==> src/hw/rtl/prsv_pkg.sv <==
// ----------------------------------------------------------------------------
// prsv_pkg
// Shared types and constants of the rectangle set validator.
// ----------------------------------------------------------------------------
package prsv_pkg;

   localparam int unsigned ALIGN_BITS         = 3;
   localparam int unsigned PANEL_WIDTH_RESET  = 800;
   localparam int unsigned PANEL_HEIGHT_RESET = 480;

   localparam logic CSR_PANEL_WIDTH  = 1'b0;
   localparam logic CSR_PANEL_HEIGHT = 1'b1;

   typedef enum logic [1:0] {
      RECT_OK      = 2'd0,
      RECT_BAD     = 2'd1,
      RECT_OVERLAP = 2'd2,
      RECT_FULL    = 2'd3
   } rect_status_type;

   typedef struct packed {
      logic capture;
      logic scan_step;
      logic finish;
   } prsv_cmd_type;

   typedef struct packed {
      logic bad;
      logic empty;
      logic scan_done;
      logic out_free;
   } prsv_stat_type;

endpackage

==> src/hw/rtl/prsv_ram.sv <==
// ----------------------------------------------------------------------------
// prsv_ram
// Generic single write, single read RAM with registered read data.
// ----------------------------------------------------------------------------
module prsv_ram #(
   parameter int unsigned WIDTH = 48,
   parameter int unsigned DEPTH = 16,
   parameter int unsigned AW    = (DEPTH > 1) ? $clog2(DEPTH) : 1
) (
   input  logic             clock,
   input  logic             wr_en,
   input  logic [AW-1:0]    wr_addr,
   input  logic [WIDTH-1:0] wr_data,
   input  logic             rd_en,
   input  logic [AW-1:0]    rd_addr,
   output logic [WIDTH-1:0] rd_data
);

   logic [WIDTH-1:0] mem_ff [DEPTH];
   logic [WIDTH-1:0] rd_data_ff;

   always_ff @(posedge clock) begin
      if (wr_en) begin
         mem_ff[wr_addr] <= wr_data;
      end
      if (rd_en) begin
         rd_data_ff <= mem_ff[rd_addr];
      end
   end

   assign rd_data = rd_data_ff;

endmodule

==> src/hw/rtl/prsv_datapath.sv <==
// ----------------------------------------------------------------------------
// prsv_datapath
// Panel registers, rectangle checks, table scan and result register.
// ----------------------------------------------------------------------------
module prsv_datapath
   import prsv_pkg::*;
#(
   parameter int unsigned MAX_RECTS  = 16,
   parameter int unsigned COORD_BITS = 12
) (
   input  logic                  clock,
   input  logic                  reset,
   input  logic                  csr_we,
   input  logic                  csr_index,
   input  logic [COORD_BITS-1:0] csr_wdata,
   input  logic [COORD_BITS-1:0] req_rect_x,
   input  logic [COORD_BITS-1:0] req_rect_y,
   input  logic [COORD_BITS-1:0] req_rect_width,
   input  logic [COORD_BITS-1:0] req_rect_height,
   input  logic                  req_last_rect,
   input  logic                  rsp_ready,
   output logic                  rsp_valid,
   output logic [1:0]            rsp_rect_status,
   output logic                  rsp_set_valid,
   output logic                  rsp_set_done,
   input  prsv_cmd_type          cmd,
   output prsv_stat_type         stat
);

   localparam int unsigned AW = (MAX_RECTS > 1) ? $clog2(MAX_RECTS) : 1;
   localparam int unsigned CW = $clog2(MAX_RECTS + 1);
   localparam int unsigned EW = 4 * COORD_BITS;

   logic [COORD_BITS-1:0] pw_ff, ph_ff;
   logic [COORD_BITS-1:0] x_ff, y_ff, w_ff, h_ff;
   logic                  last_ff;
   logic [CW-1:0]         count_ff, count_in;
   logic                  ok_ff, ok_in;
   logic [CW-1:0]         idx_ff;
   logic                  pend_ff, pend_last_ff;
   logic                  hit_ff;
   logic                  rsp_valid_ff;
   rect_status_type       rsp_status_ff;
   logic                  rsp_set_valid_ff, rsp_set_done_ff;

   logic                  issue;
   logic [EW-1:0]         rd_data;
   logic [COORD_BITS-1:0] ex, ey, ew, eh;
   logic                  overlap;
   logic                  bad;
   rect_status_type       verdict;
   logic                  wr_en;

   // shape and bounds check
   always_comb begin
      bad = (w_ff == '0) || (h_ff == '0)
         || (x_ff[ALIGN_BITS-1:0] != '0) || (w_ff[ALIGN_BITS-1:0] != '0)
         || (x_ff >= pw_ff) || (y_ff >= ph_ff)
         || (w_ff > (pw_ff - x_ff)) || (h_ff > (ph_ff - y_ff));
   end

   assign issue = cmd.scan_step && (idx_ff < count_ff);

   prsv_ram #(
      .WIDTH (EW),
      .DEPTH (MAX_RECTS)
   ) u_table (
      .clock   (clock),
      .wr_en   (wr_en),
      .wr_addr (count_ff[AW-1:0]),
      .wr_data ({x_ff, y_ff, w_ff, h_ff}),
      .rd_en   (issue),
      .rd_addr (idx_ff[AW-1:0]),
      .rd_data (rd_data)
   );

   assign {ex, ey, ew, eh} = rd_data;

   // half-open intervals, shared edges do not overlap
   always_comb begin
      overlap = ({1'b0, x_ff} < ({1'b0, ex} + {1'b0, ew}))
         && ({1'b0, ex} < ({1'b0, x_ff} + {1'b0, w_ff}))
         && ({1'b0, y_ff} < ({1'b0, ey} + {1'b0, eh}))
         && ({1'b0, ey} < ({1'b0, y_ff} + {1'b0, h_ff}));
   end

   always_comb begin
      if (bad) begin
         verdict = RECT_BAD;
      end else if (hit_ff) begin
         verdict = RECT_OVERLAP;
      end else if (count_ff >= CW'(MAX_RECTS)) begin
         verdict = RECT_FULL;
      end else begin
         verdict = RECT_OK;
      end
   end

   assign wr_en    = cmd.finish && (verdict == RECT_OK);
   assign ok_in    = ok_ff && (verdict == RECT_OK);
   assign count_in = wr_en ? count_ff + CW'(1) : count_ff;

   always_ff @(posedge clock) begin
      if (reset) begin
         pw_ff <= COORD_BITS'(PANEL_WIDTH_RESET);
         ph_ff <= COORD_BITS'(PANEL_HEIGHT_RESET);
      end else if (csr_we) begin
         case (csr_index)
            CSR_PANEL_WIDTH:  pw_ff <= csr_wdata;
            CSR_PANEL_HEIGHT: ph_ff <= csr_wdata;
            default:          pw_ff <= pw_ff;
         endcase
      end
   end

   always_ff @(posedge clock) begin
      if (cmd.capture) begin
         x_ff    <= req_rect_x;
         y_ff    <= req_rect_y;
         w_ff    <= req_rect_width;
         h_ff    <= req_rect_height;
         last_ff <= req_last_rect;
      end
      if (issue) begin
         pend_last_ff <= ((idx_ff + CW'(1)) == count_ff);
      end
      if (cmd.finish) begin
         rsp_status_ff    <= verdict;
         rsp_set_valid_ff <= ok_in;
         rsp_set_done_ff  <= last_ff;
      end
   end

   always_ff @(posedge clock) begin
      if (reset) begin
         count_ff     <= '0;
         ok_ff        <= 1'b1;
         idx_ff       <= '0;
         pend_ff      <= 1'b0;
         hit_ff       <= 1'b0;
         rsp_valid_ff <= 1'b0;
      end else begin
         if (cmd.capture) begin
            idx_ff  <= '0;
            pend_ff <= 1'b0;
            hit_ff  <= 1'b0;
         end else begin
            pend_ff <= issue;
            if (issue) begin
               idx_ff <= idx_ff + CW'(1);
            end
            if (pend_ff && overlap) begin
               hit_ff <= 1'b1;
            end
         end
         if (cmd.finish) begin
            count_ff <= last_ff ? '0 : count_in;
            ok_ff    <= last_ff ? 1'b1 : ok_in;
         end
         if (cmd.finish) begin
            rsp_valid_ff <= 1'b1;
         end else if (rsp_ready) begin
            rsp_valid_ff <= 1'b0;
         end
      end
   end

   assign stat.bad       = bad;
   assign stat.empty     = (count_ff == '0);
   assign stat.scan_done = pend_ff && (overlap || pend_last_ff);
   assign stat.out_free  = !rsp_valid_ff || rsp_ready;

   assign rsp_valid       = rsp_valid_ff;
   assign rsp_rect_status = rsp_status_ff;
   assign rsp_set_valid   = rsp_set_valid_ff;
   assign rsp_set_done    = rsp_set_done_ff;

endmodule

==> src/hw/rtl/prsv_ctrl.sv <==
// ----------------------------------------------------------------------------
// prsv_ctrl
// Sequencer: accept, check, table scan, result hand-off.
// ----------------------------------------------------------------------------
module prsv_ctrl
   import prsv_pkg::*;
(
   input  logic          clock,
   input  logic          reset,
   input  logic          req_valid,
   output logic          req_ready,
   output prsv_cmd_type  cmd,
   input  prsv_stat_type stat
);

   typedef enum logic [1:0] {
      ST_IDLE,
      ST_CHECK,
      ST_SCAN,
      ST_RESULT
   } state_type;

   state_type state_ff;
   logic      ready_ff;

   always_ff @(posedge clock) begin
      if (reset) begin
         state_ff <= ST_IDLE;
         ready_ff <= 1'b1;
      end else begin
         case (state_ff)
            ST_IDLE: begin
               if (req_valid && ready_ff) begin
                  state_ff <= ST_CHECK;
                  ready_ff <= 1'b0;
               end
            end
            ST_CHECK: begin
               if (stat.bad || stat.empty) begin
                  state_ff <= ST_RESULT;
               end else begin
                  state_ff <= ST_SCAN;
               end
            end
            ST_SCAN: begin
               if (stat.scan_done) begin
                  state_ff <= ST_RESULT;
               end
            end
            ST_RESULT: begin
               if (stat.out_free) begin
                  state_ff <= ST_IDLE;
                  ready_ff <= 1'b1;
               end
            end
            default: begin
               state_ff <= ST_IDLE;
               ready_ff <= 1'b1;
            end
         endcase
      end
   end

   assign req_ready     = ready_ff;
   assign cmd.capture   = req_valid && ready_ff;
   assign cmd.scan_step = (state_ff == ST_CHECK) || (state_ff == ST_SCAN);
   assign cmd.finish    = (state_ff == ST_RESULT) && stat.out_free;

endmodule

==> src/hw/rtl/partial_rect_set_validator.sv <==
// ----------------------------------------------------------------------------
// partial_rect_set_validator
// Checks display update rectangles against the panel and the current set.
//
// Rectangles arrive on the req_ channel (valid/ready) and each one yields one
// result on the rsp_ channel: status, sticky set-valid flag, set-done echo.
// The user must write panel width and height on the csr_ port (index 0 and 1)
// only while the block is idle; the block itself does not enforce this.
// Steps: the rectangle is taken, a bounds check state follows, then the stored
// rectangles of the set are scanned (the table RAM read port is scanned one
// entry a cycle, stopping at the first overlap), then a result state hands
// the result off. A bad rectangle, or one checked against an empty table,
// skips the scan and goes from the check state to the result state.
// A result waits in its output register while the receiver stalls; the next
// rectangle is taken meanwhile, and its own result then waits for the slot.
// Reset empties the set, sets the set-valid flag and loads panel 800 x 480.
// ----------------------------------------------------------------------------
module partial_rect_set_validator
   import prsv_pkg::*;
#(
   parameter int unsigned MAX_RECTS  = 16,
   parameter int unsigned COORD_BITS = 12
) (
   input  logic                  clock,
   input  logic                  reset,
   input  logic                  csr_we,
   input  logic                  csr_index,
   input  logic [COORD_BITS-1:0] csr_wdata,
   input  logic                  req_valid,
   output logic                  req_ready,
   input  logic [COORD_BITS-1:0] req_rect_x,
   input  logic [COORD_BITS-1:0] req_rect_y,
   input  logic [COORD_BITS-1:0] req_rect_width,
   input  logic [COORD_BITS-1:0] req_rect_height,
   input  logic                  req_last_rect,
   output logic                  rsp_valid,
   input  logic                  rsp_ready,
   output logic [1:0]            rsp_rect_status,
   output logic                  rsp_set_valid,
   output logic                  rsp_set_done
);

   prsv_cmd_type  cmd;
   prsv_stat_type stat;

   prsv_ctrl u_ctrl (
      .clock     (clock),
      .reset     (reset),
      .req_valid (req_valid),
      .req_ready (req_ready),
      .cmd       (cmd),
      .stat      (stat)
   );

   prsv_datapath #(
      .MAX_RECTS  (MAX_RECTS),
      .COORD_BITS (COORD_BITS)
   ) u_datapath (
      .clock           (clock),
      .reset           (reset),
      .csr_we          (csr_we),
      .csr_index       (csr_index),
      .csr_wdata       (csr_wdata),
      .req_rect_x      (req_rect_x),
      .req_rect_y      (req_rect_y),
      .req_rect_width  (req_rect_width),
      .req_rect_height (req_rect_height),
      .req_last_rect   (req_last_rect),
      .rsp_ready       (rsp_ready),
      .rsp_valid       (rsp_valid),
      .rsp_rect_status (rsp_rect_status),
      .rsp_set_valid   (rsp_set_valid),
      .rsp_set_done    (rsp_set_done),
      .cmd             (cmd),
      .stat            (stat)
   );

endmodule
==> config.mk <==
export PLATFORM = sky130hd
export DESIGN_NAME = partial_rect_set_validator
export DESIGN_NICKNAME = d
export VERILOG_FILES = /design/src/hw/rtl/prsv_pkg.sv /design/src/hw/rtl/prsv_ram.sv /design/src/hw/rtl/prsv_datapath.sv /design/src/hw/rtl/prsv_ctrl.sv /design/src/hw/rtl/partial_rect_set_validator.sv
export SDC_FILE = /design/constraint.sdc
export NUM_CORES = 1
export LEC_CHECK = 0
export BUFFER_PORTS_ARGS = -buffer_cell sky130_fd_sc_hd__buf_2
export CAP_MARGIN = 30
export CELL_PAD_IN_SITES_DETAIL_PLACEMENT = 2
export CELL_PAD_IN_SITES_GLOBAL_PLACEMENT = 2
export CORE_ASPECT_RATIO = 0.5
export CORE_MARGIN = 10
export CORE_UTILIZATION = 25
export DETAILED_ROUTE_END_ITERATION = 6
export HOLD_SLACK_MARGIN = 0.02
export PLACE_DENSITY = 0.5
export SETUP_SLACK_MARGIN = 0.02
export SLEW_MARGIN = 20
export SYNTH_ARGS = -nofsm -noshare
export SYNTH_HDL_FRONTEND = slang
export SYNTH_HIERARCHICAL = 1
export SYNTH_SLANG_ARGS = --single-unit
==> constraint.sdc <==
create_clock -name clock -period 25.3 [get_ports clock]
set_input_delay 2.53 -clock clock [delete_from_list [all_inputs] [get_ports clock]]
set_output_delay 2.53 -clock clock [all_outputs]
set_load 0.03 [all_outputs]
# Yosys cells after proc, flatten, opt, wreduce, memory -nomap -nowiden

Memories as Yosys holds them, arrays and structs flattened. A register that Yosys moved wholly into a read port is not among the register bits.
Index checks and enable logic that the tools add are counted.

RAM bits: 768
Register bits: 95
Logic and storage cells: 102
Memories kept: 1

Memory list:

| memory                    | words | width | rd ports | clocked after memory_dff | write ports | line           | source |
|---|---|---|---|---|---|---|---|
| u_datapath.u_table.mem_ff | 16    | 48    | 1        | 1                        | 1           | prsv_ram.sv:19 | `logic [WIDTH-1:0] mem_ff [DEPTH];` |

Multiplexer cells: 18
Magnitude comparators: 10
Eq/ne operators: 7
Reduce and logical (&&, ||, !) cells: 38
Bitwise logic cells: 1
Add/subtract/negate cells: 8

Operators with widths:

| kind                                                           | number |
|---|---|
| 12-bit by 12-bit adder with 13-bit output                      | 4 |
| 12-bit by 13-bit < comparator with 1-bit output                | 4 |
| 12-bit >= comparator                                           | 2 |
| 12-bit greater-than comparator                                 | 2 |
| 12-bit logical NOT                                             | 2 |
| 12-bit subtractor                                              | 2 |
| 2-bit 2-to-1 mux                                               | 6 |
| 1-bit logical OR                                               | 11 |
| 5-bit by 1-bit adder with 5-bit output (second input constant) | 2 |
| 1-bit logical AND                                              | 10 |
| 5-bit 2-to-1 mux                                               | 2 |
| 1-bit 2-to-1 mux                                               | 8 |
| 2-bit case mux with 4 select lines                             | 1 |
| 2-bit AND reduction                                            | 3 |
| 3-bit AND reduction                                            | 2 |
| 2-bit nonzero test                                             | 3 |
| 3-bit nonzero test                                             | 2 |
| 5-bit == test                                                  | 1 |
| 5-bit >= comparator (second input constant)                    | 1 |
| 5-bit logical NOT                                              | 1 |
| 5-bit < comparator                                             | 1 |
| 2-bit == test (second input constant)                          | 2 |
| 2-bit logical NOT                                              | 2 |
| 2-bit inequality test (second input constant)                  | 2 |
| 6 further kinds                                                | 6 |

# Longest topological paths before layout

Gate-level depths: netlist (run 1).

Word-level depth: 13
Mapped depth: 21
Mapped depth without buffers: 20

# Hierarchy

Netlist (run 1), hierarchy kept.

By module, submodules not included:

| module        | area each (µm²) | cells an instance | instances |
|---|---|---|---|
| prsv_ram      | 30175.2         | 1242              | 1 |
| prsv_datapath | 8097.8          | 864               | 1 |
| prsv_ctrl     | 274.0           | 30                | 1 |

# Least setup slack after synthesis (run 1)

OpenSTA, ideal clock, no wires.

Path type: register to register
Start point: register u_datapath.x_ff[1]
End point: memory u_datapath.u_table.mem_ff[0][0] (enable)
Path buffers: 0
Path slack: 17.144 ns
Stages on the path, launching flop included: 18
Arrival: 7.643 ns
Required time: 24.787 ns
Period minus slack after synthesis: 8.156 ns
Library setup time: 0.513 ns
Cells stage by stage: edfxtp_1 inv_1 ha_1 nor2b_1 o21ai_2 a21boi_1 o41a_1 a41o_1 o41ai_2 xor2_1 ha_1 and4_1 a221o_1 o22ai_2 o2111ai_2 nor4_1 or3b_2 nor3_1

Cells in the longest elaborated chain, start to end: 12
Elaborated cells on any way between the ends: 15

RTL lines:

| item                                                      | line                 | source |
|---|---|---|
| start: declaration                                        | prsv_datapath.sv:35  | `logic [COORD_BITS-1:0] x_ff, y_ff, w_ff, h_ff;` |
| start signal: assignment                                  | prsv_datapath.sv:118 | `x_ff <= req_rect_x;` |
| branches (longest 5 deep; another with 12-bit subtractor) | -                    |  |
| 1-bit logical OR * (2 in a row)                           | prsv_datapath.sv:59  | `\|\| (w_ff > (pw_ff - x_ff)) \|\| (h_ff > (ph_ff - y_ff));` |
| via u_datapath.bad                                        | prsv_datapath.sv:50  | `logic bad;` |
| 2-bit 2-to-1 mux *                                        | prsv_datapath.sv:88  | `if (bad) begin` |
| 2-bit logical NOT *                                       | prsv_datapath.sv:99  | `assign wr_en = cmd.finish && (verdict == RECT_OK);` |
| 1-bit logical AND *                                       | prsv_datapath.sv:99  |  |
| via u_datapath.wr_en                                      | prsv_datapath.sv:52  | `logic wr_en;` |
| 1-bit 2-to-1 mux *                                        | prsv_ram.sv:23       | `if (wr_en) begin` |
| 1-bit 2-to-1 mux (not written as such) *                  | prsv_ram.sv:24       | `mem_ff[wr_addr] <= wr_data;` |
| end: declaration                                          | prsv_ram.sv:19       |  |

Mark *: on every way through the listed nets, which the timed path passes.

==> flow_summary.json, run 1 <==
{
  "path_max_fanout": 32,
  "synth_seq_area_share": 0.699,
  "cts_sinks": 911,
  "tritoncts.num_buffers": 93,
  "synth_largest_area_cell": "sky130_fd_sc_hd__edfxtp_1",
  "tmin_final_ns": 7.25,
  "syn_warnings": 6,
  "tritoncts": "done",
  "power_mw": 3.83,
  "hold_violations": 0,
  "synthArstFlopShare": 0,
  "power.density_cell_area_nw_per_um2": 85.2,
  "route.antenna.remaining_nets": 0,
  "synth-main-ff-cell": "sky130_fd_sc_hd__edfxtp_1",
  "detailroute.via_count": 20900,
  "synth_top_cells_by_count": "sky130_fd_sc_hd__edfxtp_1 (870), sky130_fd_sc_hd__mux4_2 (192), sky130_fd_sc_hd__ha_1 (154)",
  "cts_clk_pin_slew_worst_paths_ns": 0.06,
  "slew-limit-headroom": 0.319,
  "length_of_the_first_detailed_routing_pass_in_iterations": 5,
  "grt_start_max_net_pins": 102,
  "port-buffer-count": 72,
  "post_synth_inst_count": 2136,
  "floorplan.initialDensity": 0.253,
  "result_of_the_run": "finished clean",
  "chipHeight_um": 298,
  "drv.max_cap_violation_count": 0,
  "fp.dieW_um": 575,
  "design.core.area_um2": 152000,
  "worstMarginPinSlew_ns": 1.02,
  "ctsResizeCount": 0,
  "top_cells_by_area_synth": "sky130_fd_sc_hd__edfxtp_1 (68%), sky130_fd_sc_hd__mux4_2 (11%), sky130_fd_sc_hd__ha_1 (5.0%)",
  "hold_class": "flop to flop",
  "antenna_found_initial": 8,
  "timing.final.setup_violations": 0,
  "clock-root-buffer": "sky130_fd_sc_hd__clkbuf_16",
  "gp_congestion": 0.739,
  "static_leak_nw": 14.5,
  "cts.path.max_buffers": 3,
  "htree_num_levels": 3,
  "dr.first_iter.drc_count": 1567,
  "timing.final.crit_share": 0.287,
  "dpl.hpwl_um": 72300,
  "synth_nets": 2363,
  "crit_path_end_kind": "flop",
  "skew_ns": 0.0261,
  "crit_arrival_ns": 7.58,
  "yosysMostFrequentCell": "sky130_fd_sc_hd__edfxtp_1",
  "finalMaxSlewViolations": 0,
  "worst_ir_drop_vdd_uv": 47.7,
  "rows": 101,
  "reg2reg_setup_slack_ns": 18.05,
  "design.final.nets": 2524,
  "ys_seq_elements": 911,
  "rr_worst_depth": 18,
  "netlist-cell-type-count": 79,
  "die-area_um2": 171000,
  "routedWlPerCell_um": 26.9,
  "number_of_global_route_vias_before_repair": 23100,
  "reg2reg_to": "u_datapath/u_table/mem_ff[13][40]",
  "worstHoldEndpoint": "u_datapath/ph_ff[0]",
  "r2r_start": "u_datapath/x_ff[1]",
  "synth-edff-count": 870,
  "timing.fmax_ghz": 0.138,
  "timing.hold.worst.start": "u_datapath/ph_ff[0]",
  "hold-path-cell-count": 2,
  "insertion_delay_ns": 0.70,
  "residual_drc_count": 0,
  "cts.repair_timing.setup_buffer_count": 0,
  "drive_gt1_frac": 0.223,
  "setup-tns-final_ns": 0,
  "synth_area_um2": 38500,
  "syn_area_per_cell_um2": 18.0,
  "floorplan.io_pins": 73,
  "globalRouteTotalUtil": 0.136,
  "grt-ovfl-total": 0,
  "timing_worst_setup_path_type": "flop to flop",
  "drt-total-wl_um": 119000,
  "filler_cell_count": 15600,
  "vias_per_cell": 4.71,
  "startpoint_type": "flop",
  "netlist.area_leader.share": 0.678,
  "grt_pass1_wl_um": 172000,
  "grt_setup_unrepaired": "no",
  "syn_to_final_growth_pct": 16.7,
  "cts-hold-fix-buffers": 0,
  "required_time_at_the_worst_slack_endpoint_ns": 25.63
}
-- worst max path at each step --
stage	start	end	slack [ns]	cells past startpoint
CTS	u_datapath/x_ff[1]	u_datapath/u_table/mem_ff[9][2]	17.86	18
global route	u_datapath/x_ff[1]	u_datapath/u_table/mem_ff[13][42]	17.44	18
global placement	u_datapath/x_ff[1]	u_datapath/u_table/mem_ff[9][25]	18.11	18
detailed placement	u_datapath/x_ff[1]	u_datapath/u_table/mem_ff[9][25]	17.94	18
finish	u_datapath/x_ff[1]	u_datapath/u_table/mem_ff[13][40]	18.05	18
floorplan	u_datapath/x_ff[1]	u_datapath/u_table/mem_ff[0][0]	17.14	17
-- report_power, final --
part	switching [mW]	internal, mW
combinational	0.375	0.267
sequential	0.0605	1.72
clock	0.613	0.795
-- critical path, cell delays in order, from the launching register on --
cell                        delay (ns)
sky130_fd_sc_hd__edfxtp_1         0.73
sky130_fd_sc_hd__inv_1            0.35
sky130_fd_sc_hd__ha_1             0.38
sky130_fd_sc_hd__nor2b_1          0.15
sky130_fd_sc_hd__o21ai_2          0.13
sky130_fd_sc_hd__a21boi_1         0.10
sky130_fd_sc_hd__o41a_1           0.35
sky130_fd_sc_hd__a41o_1           0.29
sky130_fd_sc_hd__o41ai_2          0.24
sky130_fd_sc_hd__xor2_1           0.20
sky130_fd_sc_hd__ha_1             0.26
sky130_fd_sc_hd__and4_1           0.22
sky130_fd_sc_hd__a221o_1          0.33
sky130_fd_sc_hd__o22ai_2          0.23
sky130_fd_sc_hd__o2111ai_2        0.25
sky130_fd_sc_hd__nor4_1           0.67
sky130_fd_sc_hd__nand3_1          0.45
sky130_fd_sc_hd__nor2_4           0.74
sky130_fd_sc_hd__buf_4            0.70
-- kinds of logic (layout without fill, tap and decap cells) --
kind of cell	after synthesis	count (layout)	synth area share
AOI/OAI and AO/OA	320	320	0.0600
xor gates and xnor gates	68	68	0.0155
adders and majority gates	160	160	0.0531
buffers and inverters	137	375	0.0155
DFF	911	911	0.699
muxes	196	196	0.113
other	0	2	0
and+or+nand+nor	344	344	0.0438
-- placed cells by master (no fill, tap or decap), drive strengths merged, types with 18 or more instances in the layout --
cell type  count
edfxtp       870
mux4         192
ha           154
buf          140
nand2        122
clkbuf       115
a22oi         96
a21oi         79
nor2          65
inv           64
dfxtp         41
xor2          40
clkinv        40
o21ai         37
xnor2         28
nor3          28
nand3         22
nor2b         20
a21o          19
nand2b        18
-- flip-flops by register name, summed over array words and instances (netlist names) --
name / count
u_datapath/last_ff: 1
u_datapath/count_ff: 5
u_datapath/ok_ff: 1
u_datapath/rsp_set_valid: 1
u_datapath/pw_ff: 12
u_datapath/hit_ff: 1
u_datapath/rsp_valid: 1
u_datapath/u_table/mem_ff: 768
u_ctrl/req_ready: 1
u_datapath/x_ff: 12
u_ctrl/state_ff: 2
u_datapath/pend_ff: 1
u_datapath/h_ff: 12
u_datapath/idx_ff: 5
u_datapath/pend_last_ff: 1
u_datapath/y_ff: 12
u_datapath/rsp_set_done: 1
u_datapath/w_ff: 12
u_datapath/u_table/rd_data: 48
u_datapath/ph_ff: 12
u_datapath/rsp_rect_status: 2
-- metrics by stage --
| stage | cells | setup slack (ns) | cell area [um^2] | utilization | hold slack [ns] |
|---|---|---|---|---|---|
| finish | 4436 | 18.05 | 45000 | 0.295 | 0.469 |
| global route | 4434 | 17.44 | 45000 | 0.295 | 0.492 |
| CTS | 4428 | 17.86 | 44900 | 0.294 | 0.473 |
| detailed placement | 4256 | 17.94 | 41800 | 0.274 | 0.463 |
| global placement | 4253 | 18.11 | 41700 | 0.274 | 0.454 |
| floorplan | 2136 | 17.14 | 38500 | - | 0.432 |
-- final cells by class --
| cell class | count | area, um^2 | area share |
|---|---|---|---|
| antenna | 2 | 5.00 | 0.000111 |
| clock inverter | 57 | 614 | 0.0137 |
| inverter | 63 | 236 | 0.00526 |
| tap | 2060 | 2580 | 0.0573 |
| clock buffer | 115 | 2450 | 0.0545 |
| timing repair buffer | 140 | 1010 | 0.0224 |
| multi-input combinational | 1088 | 11100 | 0.248 |
| sequential | 911 | 27000 | 0.599 |
-- routing by layer --
| metal | track usage | share of wire | vias to the layer above | wire length (um) |
|---|---|---|---|---|
| li1 | - | - | 8990 | - |
| met1 | 0.204 | 0.50 | 11400 | 59700 |
| met2 | 0.211 | 0.45 | 342 | 53700 |
| met3 | 0.0201 | 0.036 | 105 | 4300 |
| met4 | 0.0214 | 0.012 | 2 | 1470 |
| met5 | 0 | 0.00011 | - | 13 |
Power figures use the tool's default switching activity.
==> run 2: changes to the inputs <==
==> constraint.sdc (replaced) <==
create_clock -name clock -period 7.53 [get_ports clock]
set_input_delay 0.753 -clock clock [delete_from_list [all_inputs] [get_ports clock]]
set_output_delay 0.753 -clock clock [all_outputs]
set_load 0.03 [all_outputs]
==> run 2 against run 1 <==
  * Register-to-register slack got worse by 17 ns
  * Sequential power rose to 3.4 times the previous value
  * Clock skew grew 0.0047 ns
==> flow_summary.json, run 2 (synthesis results as in run 1) <==
{
  "timing.final.setup_violations": 0,
  "design.final.nets": 2541,
  "holdWs_ns": 0.219,
  "dpl.hpwl_um": 82300,
  "routedWlPerCell_um": 28.3,
  "grt_pass1_wl_um": 178000,
  "ctsResizeCount": 0,
  "antenna_found_initial": 16,
  "static_leak_nw": 14.5,
  "cts.repair_timing.setup_buffer_count": 0,
  "startpoint_type": "flop",
  "hold-path-cell-count": 1,
  "timing.fmax_ghz": 0.159,
  "timing.hold.worst.start": "req_rect_height[6]",
  "tritoncts": "done",
  "cts_sinks": 911,
  "final_non_filler_cells": 4456,
  "slew-limit-headroom": 0.351,
  "hold_violations": 0,
  "detailroute.via_count": 21000,
  "cts.path.max_buffers": 3,
  "timing.critical_path.to": "u_datapath/u_table/mem_ff[14][14]",
  "residual_drc_count": 0,
  "port-buffer-count": 72,
  "grt-ovfl-total": 0,
  "crit_arrival_ns": 6.68,
  "cts-hold-fix-buffers": 0,
  "rows": 101,
  "insertion_delay_ns": 0.71,
  "reg2reg_to": "u_datapath/u_table/mem_ff[14][14]",
  "htree_num_levels": 3,
  "layout.cells.most_common": "sky130_fd_sc_hd__edfxtp_1",
  "clock-root-buffer": "sky130_fd_sc_hd__clkbuf_16",
  "grt_start_max_net_pins": 110,
  "timing.final.crit_share": 0.838,
  "floorplan.io_pins": 73,
  "skew_ns": 0.0308,
  "number_of_flip_flops_under_the_largest_register_name": 768,
  "final_cell_mix": "sky130_fd_sc_hd__edfxtp_1 (870), sky130_fd_sc_hd__mux4_2 (192), sky130_fd_sc_hd__ha_1 (154)",
  "r2r_start": "u_datapath/y_ff[3]",
  "fp.dieW_um": 575,
  "result_of_the_run": "finished clean",
  "placed_cells": 4272,
  "worst_ir_drop_vdd_uv": 163,
  "length_of_the_first_detailed_routing_pass_in_iterations": 6,
  "crit_path_end_kind": "flop",
  "route.met3.wl_um": 6220,
  "largest-register": "u_datapath/u_table/mem_ff",
  "hold_class": "primary input to flop",
  "route.antenna.remaining_nets": 0,
  "tmin_final_ns": 6.31,
  "required_time_at_the_worst_slack_endpoint_ns": 7.91,
  "power.density_cell_area_nw_per_um2": 285,
  "finalMaxSlewViolations": 0,
  "worst_setup_path_startpoint": "u_datapath/y_ff[3]",
  "met2_length_um": 55100,
  "design.core.area_um2": 152000,
  "die-area_um2": 171000,
  "rr_worst_depth": 18,
  "detail_route.wirelength.met1_um": 62900,
  "timing_worst_setup_path_type": "flop to flop",
  "floorplan.initialDensity": 0.253,
  "globalRouteTotalUtil": 0.144,
  "cts_clk_pin_slew_worst_paths_ns": 0.06,
  "path_max_fanout": 19,
  "top_layer": "met5",
  "tritoncts.num_buffers": 94,
  "gp_congestion": 0.752,
  "worstMarginPinSlew_ns": 0.974,
  "grt_setup_unrepaired": "no",
  "reg2reg_setup_slack_ns": 1.22,
  "setup-tns-final_ns": 0,
  "chipHeight_um": 298,
  "number_of_global_route_vias_before_repair": 22800,
  "syn_to_final_growth_pct": 17.1,
  "dr.first_iter.drc_count": 1836,
  "drt-total-wl_um": 126000,
  "drv.max_cap_violation_count": 0,
  "drive_gt1_frac": 0.228,
  "vias_per_cell": 4.71
}
==> run 2: cell types whose count changed in the layout (fill, tap and decap cells not counted), sizes merged <==
cell	previous run	this run
buf	140	156
bufinv	10	4
clkbuf	115	110
clkinv	40	47
clkinvlp	6	9
diode	2	6
inv	64	65
==> run 2: report_power, final <==
part           total, mW  internal, mW  switching [mW]  leakage [nW]
clock network       4.57          2.49            2.08          1.42
logic               2.30         0.917            1.39          4.92
registers           5.99          5.79           0.197          8.18
==> run 2: per-stage QoR <==
| stage | setup WS, ns | util | power (mW) | instance area [um^2] |
|---|---|---|---|---|
| after floorplan | 0.677 | - | 7.49 | 38600 |
| after global placement | 1.16 | 0.276 | 8.37 | 42000 |
| after detailed placement | 1.03 | 0.276 | 8.42 | 42100 |
| after CTS | 0.978 | 0.295 | 13.0 | 45000 |
| after global routing | 0.795 | 0.296 | 13.5 | 45100 |
| final | 1.22 | 0.296 | 12.9 | 45100 |
==> run 2: cell type report <==
cell class	instances	area, um^2
clock inverter	62	479
inverter	63	236
sequential	911	27000
timing repair buffer	156	1230
fill	15500	107000
tap	2060	2580
clock buffer	110	2460
antenna	6	15.0
multi-input combinational	1088	11200
==> run 2: per-layer routing <==
| layer | GRT usage | vias to the layer above |
|---|---|---|
| met1 | 0.215 | 11500 |
| met3 | 0.0320 | 126 |
| met5 | 0 | - |
| met4 | 0.0259 | 10 |
| met2 | 0.215 | 366 |
| li1 | - | 9038 |
==> run 2: critical path: stages (launching register included) <==
cell and delay, ns:
sky130_fd_sc_hd__edfxtp_1 0.92, sky130_fd_sc_hd__inv_1 0.30, sky130_fd_sc_hd__ha_1 0.44, sky130_fd_sc_hd__a21oi_1 0.24
sky130_fd_sc_hd__a21oi_1 0.15, sky130_fd_sc_hd__nor3_1 0.33, sky130_fd_sc_hd__o21bai_1 0.10, sky130_fd_sc_hd__a21oi_1 0.17
sky130_fd_sc_hd__xor2_1 0.16, sky130_fd_sc_hd__ha_1 0.27, sky130_fd_sc_hd__and4_1 0.20, sky130_fd_sc_hd__a221o_1 0.33
sky130_fd_sc_hd__a41oi_2 0.26, sky130_fd_sc_hd__o2111ai_2 0.25, sky130_fd_sc_hd__nor4_1 0.24, sky130_fd_sc_hd__buf_4 0.21
sky130_fd_sc_hd__nand3_1 0.34, sky130_fd_sc_hd__nor2_4 0.67, sky130_fd_sc_hd__buf_4 0.39
==> run 2: worst min path at each step <==
stage / slack (ns) / endpoint
3_5_place_dp: 0.46 / u_datapath/ok_ff
5_1_grt: 0.18 / u_datapath/h_ff[7]
3_3_place_gp: 0.46 / u_datapath/ph_ff[0]
2_1_floorplan: 0.43 / u_datapath/ok_ff
4_1_cts: 0.16 / u_datapath/h_ff[2]
6_report: 0.22 / u_datapath/h_ff[6]
==> run 3: changes to the inputs <==
==> constraint.sdc (replaced) <==
create_clock -name clock -period 6.1 [get_ports clock]
set_input_delay 0.61 -clock clock [delete_from_list [all_inputs] [get_ports clock]]
set_output_delay 0.61 -clock clock [all_outputs]
set_load 0.03 [all_outputs]
==> run 3 against run 2 <==
  * Sequential cell count did not move
  * Fmax increased by 12%
  * Register-to-register slack got worse by 0.74 ns
  * Combinational power rose by 20%
  * Final area up 1.0%
  * Routed wire length rose by 0.99%
  * Clock skew is 0.021 ns higher
  * Non-clock buffer count up 15
  * Sequential power grew 23%
  * Utilization is 0.31 points higher
  * Total power up 25%
  * Critical endpoint is now u_datapath/u_table/mem_ff[0][18]
  * Largest cell class unchanged
==> flow_summary.json, run 3 (synthesis results as in run 1) <==
{
  "timing.final.crit_share": 0.921,
  "globalRouteTotalUtil": 0.146,
  "skew_ns": 0.0514,
  "residual_drc_count": 0,
  "design.final.nets": 2557,
  "drt-total-wl_um": 127000,
  "timing.critical_path.slowest_cell_delay_ns": 0.58,
  "floorplan.initialDensity": 0.253,
  "final_non_filler_cells": 4481,
  "tritoncts.num_buffers": 95,
  "htree_num_levels": 3,
  "floorplan.io_pins": 73,
  "cpMostUsedCell": "sky130_fd_sc_hd__ha_1",
  "tritoncts": "done",
  "worst_ir_drop_vdd_uv": 193,
  "path_max_fanout": 48,
  "chipHeight_um": 298,
  "dr.first_iter.drc_count": 1697,
  "grtUsageMet1": 0.214,
  "path_cells": "inv_1 -> ha_1 -> nor2b_1 -> o21ai_2 -> a21boi_1 -> o41a_1 -> a41o_1 -> o41ai_2 -> xor2_1 -> ha_1 -> and4_1 -> a221o_1 -> o22ai_2 -> o2111ai_2 -> nor4_1 -> buf_4 -> or3b_2 -> nor3_4 -> buf_12",
  "timing.final.setup_violations": 0,
  "hold_violations": 0,
  "grt.met3_usage": 0.0316,
  "tmin_final_ns": 5.62,
  "slew-limit-headroom": 0.381,
  "clock-root-buffer": "sky130_fd_sc_hd__clkbuf_16",
  "cts_sinks": 911,
  "layout.cells.most_common": "sky130_fd_sc_hd__edfxtp_1",
  "detailroute.via_count": 20900,
  "cts_clk_pin_slew_worst_paths_ns": 0.06,
  "gp_congestion": 0.746,
  "vias_per_cell": 4.67,
  "result_of_the_run": "finished clean",
  "timing_worst_setup_path_type": "flop to flop",
  "static_leak_nw": 14.7,
  "antenna_found_initial": 13,
  "final_cell_mix": "sky130_fd_sc_hd__edfxtp_1 (870), sky130_fd_sc_hd__mux4_2 (192), sky130_fd_sc_hd__ha_1 (154)",
  "rows": 101,
  "finalMaxSlewViolations": 0,
  "fp.dieW_um": 575,
  "startpoint_type": "flop",
  "postLayoutCellArea_um2": 45600,
  "syn_to_final_growth_pct": 18.3,
  "critPathTopFamily": "compound AO/OA/AOI/OAI gates",
  "busiest_layer": "met2",
  "multi_input_comb_area_um2": 11200,
  "cts.path.max_buffers": 3,
  "crit_arrival_ns": 5.95,
  "grt_start_max_net_pins": 84,
  "length_of_the_first_detailed_routing_pass_in_iterations": 5,
  "grt-ovfl-total": 0,
  "crit_path_end_kind": "flop",
  "drv.max_cap_violation_count": 0,
  "insertion_delay_ns": 0.71,
  "worstMarginPinSlew_ns": 0.927,
  "timing.fmax_ghz": 0.178,
  "critical_path_cell_with_the_highest_stage_delay": "sky130_fd_sc_hd__or3b_2",
  "power_mw": 16.1,
  "holdWs_ns": 0.0830,
  "grt_setup_unrepaired": "no",
  "hold_class": "primary input to flop",
  "grt_use_met2": 0.220,
  "required_time_at_the_worst_slack_endpoint_ns": 6.43,
  "number_of_flip_flops_under_the_largest_register_name": 768,
  "cts-hold-fix-buffers": 0,
  "cp.buffers_inverters": 3,
  "grt_pass1_wl_um": 181000,
  "setup-tns-final_ns": 0,
  "die-area_um2": 171000,
  "filler_cell_count": 15600,
  "routedWlPerCell_um": 28.4,
  "drive_gt1_frac": 0.233,
  "design.core.area_um2": 152000,
  "dpl.hpwl_um": 86000,
  "largest-register": "u_datapath/u_table/mem_ff",
  "number_of_global_route_vias_before_repair": 22900,
  "route.antenna.remaining_nets": 0,
  "post_dp_cell_area_um2": 42400,
  "placed_cells": 4292,
  "port-buffer-count": 72,
  "power.density_cell_area_nw_per_um2": 353,
  "register_area_um2": 27000
}
==> run 3: final timing paths <==
check | start | endpoint | slack (ns) | cells after the start
min | req_rect_width[3] | u_datapath/w_ff[3] | 0.08 | 1
max | u_datapath/x_ff[1] | u_datapath/u_table/mem_ff[0][18] | 0.48 | 19
max reg2reg | u_datapath/x_ff[1] | u_datapath/u_table/mem_ff[0][18] | 0.48 | 19
min reg2reg | u_datapath/pw_ff[0] | u_datapath/pw_ff[0] | 0.46 | 2
==> run 3: cell type report <==
| cell class | instances | area share |
|---|---|---|
| flip-flops and latches | 911 | 0.591 |
| multi-input cells | 1088 | 0.245 |
| well taps | 2060 | 0.0565 |
| clock buffers | 116 | 0.0541 |
| repair buffers | 171 | 0.0325 |
| clock inverters | 63 | 0.0149 |
| inverters | 63 | 0.00519 |
| diodes | 9 | 0.000494 |
==> run 3: timing repair <==
item | in CTS | in global routing
setup buffers | 0 | 1
gates resized for setup | 0 | 0
setup endpoints to repair | 0 | 33
==> run 3: power breakdown <==
part           switching (mW)  internal, mW  total, mW
Clock                    2.60          3.37       5.97
Sequential              0.233          7.15       7.38
Combinational            1.64          1.12       2.76
Total                    4.48          11.6       16.1
==> run 3: routing by layer <==
metal / up-vias / routed length, um
met5: - / 34
met4: 6 / 2330
met3: 123 / 6210
met2: 388 / 56000
met1: 11400 / 62800
li1: 9061 / -
==> run 3: metrics by stage <==
| stage | worst slack [ns] | util |
|---|---|---|
| floorplan | -0.753 | - |
| global placement | 0.478 | 0.278 |
| detailed placement | 0.346 | 0.278 |
| CTS | 0.318 | 0.299 |
| global route | 0.0579 | 0.299 |
| finish | 0.485 | 0.299 |
